$ cat config.mk
export PLATFORM = sky130hd
export DESIGN_NAME = xxt_mix_unit
export DESIGN_NICKNAME = d
export VERILOG_FILES = /design/src/design/xxt_pkg.sv /design/src/design/xxt_mix_unit.sv
export SDC_FILE = /design/constraint.sdc
export NUM_CORES = 1
export LEC_CHECK = 0
export ABC_AREA = 1
export BUFFER_PORTS_ARGS = -buffer_cell sky130_fd_sc_hd__buf_2
export CORE_UTILIZATION = 45
export DETAILED_ROUTE_END_ITERATION = 7
export PLACE_DENSITY = 0.72
export SLEW_MARGIN = 25
export SYNTH_ARGS = -nofsm -noshare
export SYNTH_HDL_FRONTEND = slang
export SYNTH_SLANG_ARGS = --single-unit
$ cat constraint.sdc
create_clock -name vclk -period 6.8
set_input_delay 0.68 -clock vclk [all_inputs]
set_output_delay 0.68 -clock vclk [all_outputs]
set_load 0.01 [all_outputs]
$ cat src/design/xxt_pkg.sv
// Shared constants and types for the XXTEA-style block cipher.
`timescale 1ns / 1ps

package xxt_pkg;

  localparam int WORD_W    = 32;
  localparam int ROUND_W   = 8;
  localparam int CFG_IDX_W = 3;

  localparam logic [WORD_W-1:0]  DELTA          = 32'h9E37_79B9;
  localparam logic [ROUND_W-1:0] DEFAULT_ROUNDS = 8'd32;

  // Configuration register indexes.
  localparam logic [CFG_IDX_W-1:0] CFG_KEY0       = 3'd0;
  localparam logic [CFG_IDX_W-1:0] CFG_KEY1       = 3'd1;
  localparam logic [CFG_IDX_W-1:0] CFG_KEY2       = 3'd2;
  localparam logic [CFG_IDX_W-1:0] CFG_KEY3       = 3'd3;
  localparam logic [CFG_IDX_W-1:0] CFG_KEY_LOADED = 3'd4;
  localparam logic [CFG_IDX_W-1:0] CFG_ROUNDS     = 3'd5;

  // Input mode codes.
  localparam logic MODE_ENCRYPT = 1'b0;
  localparam logic MODE_DECRYPT = 1'b1;

  typedef logic [WORD_W-1:0] word_t;

endpackage

$ cat src/design/xxt_mix_unit.sv
// Shared half-update unit: target plus or minus the mixing function of the other half.
`timescale 1ns / 1ps

module xxt_mix_unit
  import xxt_pkg::*;
(
  input  word_t other,
  input  word_t target,
  input  word_t key,
  input  word_t sum,
  input  logic  sub,
  output word_t result
);

  word_t shift_mix;
  word_t key_mix;
  word_t mix;

  assign shift_mix = ((other >> 5) ^ (other << 2)) + ((other >> 3) ^ (other << 4));
  assign key_mix   = (sum ^ other) + (key ^ other);
  assign mix       = shift_mix ^ key_mix;
  assign result    = sub ? (target - mix) : (target + mix);

endmodule

After elaboration in Yosys (flattened, before gate mapping)
Index checks and enable logic that the tools add are counted.
{"block": "word_totals", "regBits": 0, "input_bits": 129, "out_inout_bits": 32}
{"block": "classes", "n_addsub": 4, "mux": 1, "n_bitwise": 5}
{"operator": "adder 32 bit", "count": 3}
{"operator": "XOR 32 bit", "count": 3}
{"operator": "two-way mux 32 bit", "count": 1}
{"operator": "subtractor 32 bit", "count": 1}
{"operator": "XOR 27 x 32 -> 32 bit", "count": 1}
{"operator": "XOR 29 x 32 -> 32 bit", "count": 1}

Depth between registers and ports, before layout
Gate-level depths: netlist (run 1).
{"block": "depth", "word_depth": 5, "depth_mapped": 42}

Worst setup path after synthesis (run 1)
OpenSTA, ideal clock, no wires.
{"block": "synth_timing", "kind": "in2out", "from": "input other[0]", "to": "output result[29]", "arrival_ns": 4.607, "required_time_ns": 6.120, "setup_slack_ns": 1.513, "stages": 29, "n_path_buf": 0, "cell_sequence": "xor2_1 ha_1 fa_1 nand2_1 nand2_1 nand2_1 inv_2 nand2_1 nand4_1 nand2_1 inv_1 nor2_1 nand2_1 nor2_4 nand2_2 nor2_4 nand2_2 nor2_4 nor2_1 xor2_1 ha_1 nand2_1 a21oi_1 a211oi_1 nand2_1 a21oi_1 o21ai_0 a21oi_1 xor2_1"}
{"block": "synth_between", "elab_chain_cells": 5, "word_cells_on_any_way": 10, "classes_between": "add/sub: 4; mux: 1; bitwise: 5"}
{"element": "from (decl)", "line_no": "xxt_mix_unit.sv:7", "source": "input word_t other,"}
{"element": "XOR 32 bit (tied with other cells)", "line_no": "xxt_mix_unit.sv:20", "source": "assign key_mix = (sum ^ other) + (key ^ other);"}
{"element": "adder 32 bit, on equally long branches", "line_no": "xxt_mix_unit.sv:20, xxt_mix_unit.sv:19"}
{"element": "XOR 32 bit *", "line_no": "xxt_mix_unit.sv:21", "source": "assign mix = shift_mix ^ key_mix;"}
{"element": "adder 32 bit / subtractor 32 bit (equally long branches)", "line_no": "xxt_mix_unit.sv:22", "source": "assign result = sub ? (target - mix) : (target + mix);"}
{"element": "two-way mux 32 bit *", "line_no": "xxt_mix_unit.sv:22"}
{"element": "to (decl)", "line_no": "xxt_mix_unit.sv:12", "source": "output word_t result"}
Mark *: on every way between the ends. The rest lies on a longest branch, timed or not.

Worst setup path in the final report (run 1)
Same ends and word-level chain as after synthesis.

==> results of run 1 <==
worst min path at each step:
stage / cells past startpoint / to / start / slack (ns)
final: 3 / result[1] / target[1] / 1.75
after global routing: 3 / result[1] / target[1] / 1.78
after CTS: 3 / result[1] / target[1] / 1.76
after detailed placement: 3 / result[1] / target[1] / 1.76
after global placement: 3 / result[1] / target[1] / 1.74
after floorplan: 1 / result[1] / target[1] / 1.55
power groups by stage:
stage / logic [W] / registers, W / clock network [W]
after floorplan: 0.00208 / 0 / 0
after global placement: 0.00282 / 0 / 0
after detailed placement: 0.00284 / 0 / 0
after CTS: 0.00285 / 0 / 0
after global routing: 0.00321 / 0 / 0
final: 0.00286 / 0 / 0
layer usage:
layer | GRT usage (%) | wire length, um | vias up
met3 | 0.516 | 1120 | 50
met2 | 47.5 | 12100 | 277
met4 | 8.44 | 913 | 0
li1 | - | - | 5319
met1 | 34.3 | 12200 | 4437
met5 | 0 | 0 | -
area by class of cell:
type	count	area (um^2)	share of cell area, %
multi-input combinational	1322	7550	79.2
inverter	239	897	9.40
timing repair buffer	161	806	8.44
tap	229	287	3.00
placed cells by master, fill, tap and decap left out, types with 2 or more instances in the layout:
| cell type | Yosys | final |
|---|---|---|
| nor2_1 | 133 | 133 |
| a211oi_1 | 3 | 3 |
| a221oi_1 | 2 | 2 |
| nor2_4 | 9 | 9 |
| nand4_1 | 37 | 37 |
| buf_2 | 3 | 161 |
| nor3_1 | 13 | 13 |
| a31oi_1 | 8 | 8 |
| nand3_1 | 107 | 107 |
| inv_2 | 21 | 21 |
| a21oi_2 | 2 | 2 |
| xnor2_1 | 33 | 33 |
| xor2_1 | 132 | 132 |
| ha_1 | 90 | 90 |
| nor4_1 | 4 | 4 |
| nand3b_1 | 14 | 14 |
| nand2_4 | 9 | 9 |
| nand2_2 | 36 | 36 |
| o21ai_0 | 28 | 28 |
| o21a_1 | 3 | 3 |
| inv_1 | 218 | 218 |
| or2_1 | 2 | 2 |
| a21o_1 | 7 | 7 |
| a21oi_1 | 82 | 82 |
| fa_1 | 3 | 3 |
| o21bai_1 | 10 | 10 |
| nand4_2 | 2 | 2 |
| xor2_2 | 2 | 2 |
| nand3_2 | 3 | 3 |
| nor2_2 | 9 | 9 |
| nand2_1 | 530 | 530 |
logic make-up after synthesis:
family | Yosys count | synth area share (%)
fa+ha+maj | 93 | 13.9
compound gates | 151 | 10.1
buf+inv | 249 | 11.3
simple gates | 910 | 47.2
xor+xnor | 168 | 17.5
tightest hold or removal path, stage by stage:
cell and delay [ns]:
buf_2 0.11, fa_1 0.16, buf_2 0.12
per-stage QoR:
step | setup slack (ns) | cells
after floorplan | 1.51 | 1571
after global placement | 0.502 | 1951
after detailed placement | 0.432 | 1951
after CTS | 0.416 | 1951
after global routing | 0.0205 | 1951
final | 0.417 | 1951
==> flow_summary_export.csv, run 1 <==
group,metric,value,unit
floorplan,initial_core_util,46.6,%
pwr,seqPwrFrac,0,%
logic_synthesis,yosys_warnings,0,
pwr,power,0.00286,W
logic_synthesis,yosys-top-cells-count,"nand2_1, inv_1, nor2_1, xor2_1, nand3_1",
flow_run,cap_violations,0,
logic_synthesis,syn_area,8510,um^2
grt,grtUsageTotal,26.5,%
pwr,power_density,300,nW/um^2
floorplan,die_w,140,um
logic_synthesis,seq_area_frac_synth,0,%
sta,fmax,157,MHz
clock_network,cts_resized,0,
critical_path,critPathMaxFanout,5,
sta,rsz0062_at_grt,"false",
floorplan,die-area,19500,um^2
floorplan,ios,161,
grt,antenna_found_initial,0,
final_layout,antenna_cells,0,
detailed_routing,dr.pass1.iters,5,
grt,overflow,0,
critical_path,end_kind,"output pin",
pwr,peakVddDrop,0.000101,V
critical_path,crit_path_top_delay_cell,"fa_1",
detailed_routing,vias,10100,
critical_path,cp.depth,27,
detailed_routing,ant_nets,0,
critical_path,worstPathRequired,6.12,ns
clock_network,hold_buffers,0,
final_layout,fillers,2030,
sta,fin_tns_setup,0,ns
pwr,netSwitchingPower,0.00181,W
detailed_routing,drc,0,
floorplan,rows,49,
logic_synthesis,synth.net_count,1793,
final_layout,design_area,9540,um^2
final_layout,fin_util,52.2,%
detailed_routing,drt_iter0_markers,511,
placed_design,gp_congestion,0.984,
grt,grt_pass1_wl,42300,um
logic_synthesis,syn_area_per_cell,5.42,um^2
sta,fin_crit_sh,93.9,%
logic_synthesis,synth_most_common_cell,"nand2_1",
sta,slew_headroom,50.9,%
placed_design,hpwl,23700,um
floorplan,die_h,140,um
pwr,power.static_leakage,5.53,nW
logic_synthesis,synth_cell_type_count,43,
run_status,outcome,"complete, no violations",
sta,setup_viol,0,
final_layout,drive_above_1_share,14.9,%
critical_path,startpoint,"other[0]",
detailed_routing,drt_wl_total,26300,um
floorplan,core,18300,um^2
critical_path,start_kind,"primary input",
placed_design,placed_cell_area,9540,um^2
critical_path,max_stage_delay,0.60,ns
logic_synthesis,yosysTopAreaCell,"nand2_1",
detailed_routing,vias_per_cell,5.17,
detailed_routing,wl_per_cell,13.5,um
critical_path,arrival,5.70,ns
critical_path,cp-endpoint,"result[29]",
logic_synthesis,synth_cells,1571,
sta,slew_viol_final,0,
critical_path,cp_common_cell,"nand2_1",
critical_path,critPathTopFamily,"adder cells",
final_layout,areaGrowthSynthToFinish,12.1,%
placed_design,numPortBuffers,161,
pwr,pwr-share-comb,100.0,%
grt,grt_pass1_vias,9318,
logic_synthesis,synth_top_area_share,23.4,%
final_layout,regArea,0,um^2
critical_path,worst-path-buf-inv,3,
final_layout,num-nets-final,1946,
critical_path,critical_path_class,"in2out",
final_layout,design.seq.count,0,
final_layout,clock_buffers,0,
pwr,p_clk_share,0,%
logic_synthesis,netlist_top_cells_area,"nand2_1, xor2_1, ha_1, inv_1, nand3_1",
clock_network,post_cts_buffers,0,
sta,tightestPinTransition,0.729,ns
pwr,p_int,0.00105,W
grt,grt_start_max_net_pins,22,
sta,period_minus_slack,6.38,ns
sta,timing.final.hold_violations,0,
sta,hold_slack,1.75,ns
worst_hold_path,min_path_type,"in2out",
pwr,switching_share,63.4,%
Note: power is estimated with default switching activity, not from simulation.
==> run 2, diff against run 1 <==
--- a/config.mk
+++ b/config.mk
@@ -5,11 +5,11 @@
 export SDC_FILE = /design/constraint.sdc
 export NUM_CORES = 1
 export LEC_CHECK = 0
-export ABC_AREA = 1
+export ABC_AREA = 0
 export BUFFER_PORTS_ARGS = -buffer_cell sky130_fd_sc_hd__buf_2
 export CORE_UTILIZATION = 45
 export DETAILED_ROUTE_END_ITERATION = 7
-export PLACE_DENSITY = 0.72
+export PLACE_DENSITY = 0.74
 export SLEW_MARGIN = 25
 export SYNTH_ARGS = -nofsm -noshare
 export SYNTH_HDL_FRONTEND = slang
==> run 2 against run 1 <==
  * The run now ends with negative setup slack left
  * Die area down 23%
  * First-iteration DRC count grew 16%
  * Core utilization is 10 points higher
  * Area after synthesis down 23%
  * Combinational power rose by 32%
==> flow_summary_export.csv, run 2 <==
group,metric,value,unit
final_layout,layout_commonest_cell,"buf_2",
logic_synthesis,muxShareOfSynthArea,0,%
run_status,outcome,"finished with violations",
detailed_routing,dr.pass1.iters,7,
sta,period_minus_slack,6.82,ns
floorplan,die_h,123,um
grt,grt_start_max_net_pins,26,
logic_synthesis,yosys-top-cells-count,"xor2_1, xnor2_1, ha_1, a21oi_1, nor2_1",
grt,antenna_found_initial,0,
detailed_routing,vias_per_cell,5.59,
logic_synthesis,synth_top_area_share,17.2,%
critical_path,worst-path-buf-inv,5,
logic_synthesis,syn_area,6550,um^2
floorplan,initial_core_util,46.7,%
logic_synthesis,syn_area_per_cell,7.34,um^2
logic_synthesis,synth_most_common_cell,"xor2_1",
floorplan,die_w,123,um
pwr,p_clk_share,0,%
critical_path,crit_path_top_delay_cell,"or4b_4",
final_layout,multi_input_area,6720,um^2
pwr,switching_share,52.1,%
logic_synthesis,yosysTopAreaCell,"ha_1",
grt,grt_pass1_wl,30000,um
placed_design,dp_worst_setup_slack,-0.332,ns
floorplan,core,14000,um^2
sta,timing.final.hold_violations,0,
logic_synthesis,yosys_warnings,0,
floorplan,ios,161,
sta,slew_viol_final,0,
placed_design,placed_cell_area,8280,um^2
logic_synthesis,netlist_top_cells_area,"ha_1, xor2_1, xnor2_1, a21oi_1, a21o_1",
detailed_routing,drt_wl_total,19100,um
pwr,netSwitchingPower,0.00197,W
sta,fmax,147,MHz
grt,grt_pass1_vias,6636,
floorplan,die-area,15000,um^2
final_layout,clock_buffers,0,
detailed_routing,ant_nets,0,
final_layout,design.seq.count,0,
critical_path,critPathTopFamily,"compound AO/OA/AOI/OAI gates",
logic_synthesis,seq_area_frac_synth,0,%
logic_synthesis,synth_compound_area_share,29.8,%
placed_design,dp_cells,1318,
critical_path,arrival,6.14,ns
run_status,violations,"negative setup slack",
grt,overflow,0,
worst_hold_path,min_path_type,"in2out",
final_layout,regArea,0,um^2
logic_synthesis,synthXorXnorAreaFrac,31.6,%
sta,fin_ws,-0.0181,ns
placed_design,gp_congestion,0.987,
pwr,seqPwrFrac,0,%
sta,tightestPinTransition,0.500,ns
critical_path,end_kind,"output pin",
pwr,p_int,0.00180,W
floorplan,rows,43,
detailed_routing,drc,0,
placed_design,hpwl,15900,um
detailed_routing,wl_per_cell,14.4,um
pwr,power.static_leakage,4.17,nW
final_layout,design_area,8740,um^2
pwr,peakVddDrop,0.000211,V
final_layout,fillers,1285,
final_layout,num-nets-final,1371,
sta,slew_headroom,66.4,%
sta,rsz0062_at_grt,"true",
logic_synthesis,synth_cell_type_count,64,
logic_synthesis,yosys.area_share.simple,17.5,%
pwr,pwr-share-comb,100.0,%
detailed_routing,vias,7417,
critical_path,critPathMaxFanout,3,
pwr,power_density,432,nW/um^2
final_layout,layoutNonFillerInstCount,1327,
final_layout,most-common-layout-cells,"buf_2, xor2_1, buf_4",
grt,grtUsageTotal,23.9,%
sta,fin_crit_sh,100,%
detailed_routing,drt_iter0_markers,591,
final_layout,antenna_cells,0,
critical_path,max_stage_delay,0.52,ns
critical_path,start_kind,"primary input",
clock_network,hold_buffers,0,
sta,setup_viol,1,
logic_synthesis,synth_top_family_by_area,"XOR/XNOR gates",
final_layout,areaGrowthSynthToFinish,33.3,%
logic_synthesis,synth.net_count,1115,
flow_run,cap_violations,0,
critical_path,worstPathRequired,6.12,ns
placed_design,numPortBuffers,161,
sta,fin_tns_setup,-0.0181,ns
critical_path,critical_path_class,"in2out",
final_layout,drive_above_1_share,30.2,%
logic_synthesis,synth_fa_ha_area_share,18.1,%
logic_synthesis,synth_cells,893,
-- run 2: cells by family after synthesis --
family	count (synthesis)
AOI/OAI and AO/OA	289
adders and majority gates	93
and+or+nand+nor	232
xor gates and xnor gates	227
buffers and inverters	52
-- run 2: final timing paths --
kind | start | cells after the start | end
setup / recovery | other[1] | 27 | result[31]
hold / removal | target[1] | 3 | result[1]
-- run 2: power by group through the flow --
stage / Sequential, W / Clock (W) / Combinational (W)
3_5_place_dp: 0 / 0 / 0.00347
5_1_grt: 0 / 0 / 0.00414
3_3_place_gp: 0 / 0 / 0.00342
4_1_cts: 0 / 0 / 0.00353
2_1_floorplan: 0 / 0 / 0.00229
6_report: 0 / 0 / 0.00377
-- run 2: layout make-up --
type / instances / share of cell area (%)
inverter: 34 / 1.46
timing repair buffer: 272 / 19.0
tap: 180 / 2.58
multi-input combinational: 841 / 76.9
-- run 2: tightest hold or removal path, stage by stage --
cell and delay (ns):
buf_2 0.10, fa_1 0.15, buf_2 0.12
-- run 2: metal layers --
layer / vias up / share of wire (%) / global-route usage (%)
li1: 3789 / - / -
met1: 3376 / 48 / 35.6
met2: 238 / 46 / 39.2
met3: 14 / 5.4 / 0.883
met4: 0 / 1.1 / 1.98
met5: - / 0 / 0
-- run 2: timing repair --
action,4_1_cts,5_1_grt
resized for setup,13,63
setup endpoints to repair,6,13
pin swaps,5,40
buffers inserted,1,9
-- run 2: metrics by stage --
| stage | util, % | power, W | hold WS (ns) |
|---|---|---|---|
| after global routing | 62.2 | 0.00414 | 1.77 |
| after CTS | 59.4 | 0.00353 | 1.75 |
| after detailed placement | 59.0 | 0.00347 | 1.75 |
| after floorplan | - | 0.00229 | 1.55 |
| after global placement | 59.0 | 0.00342 | 1.75 |
| final | 62.2 | 0.00377 | 1.74 |
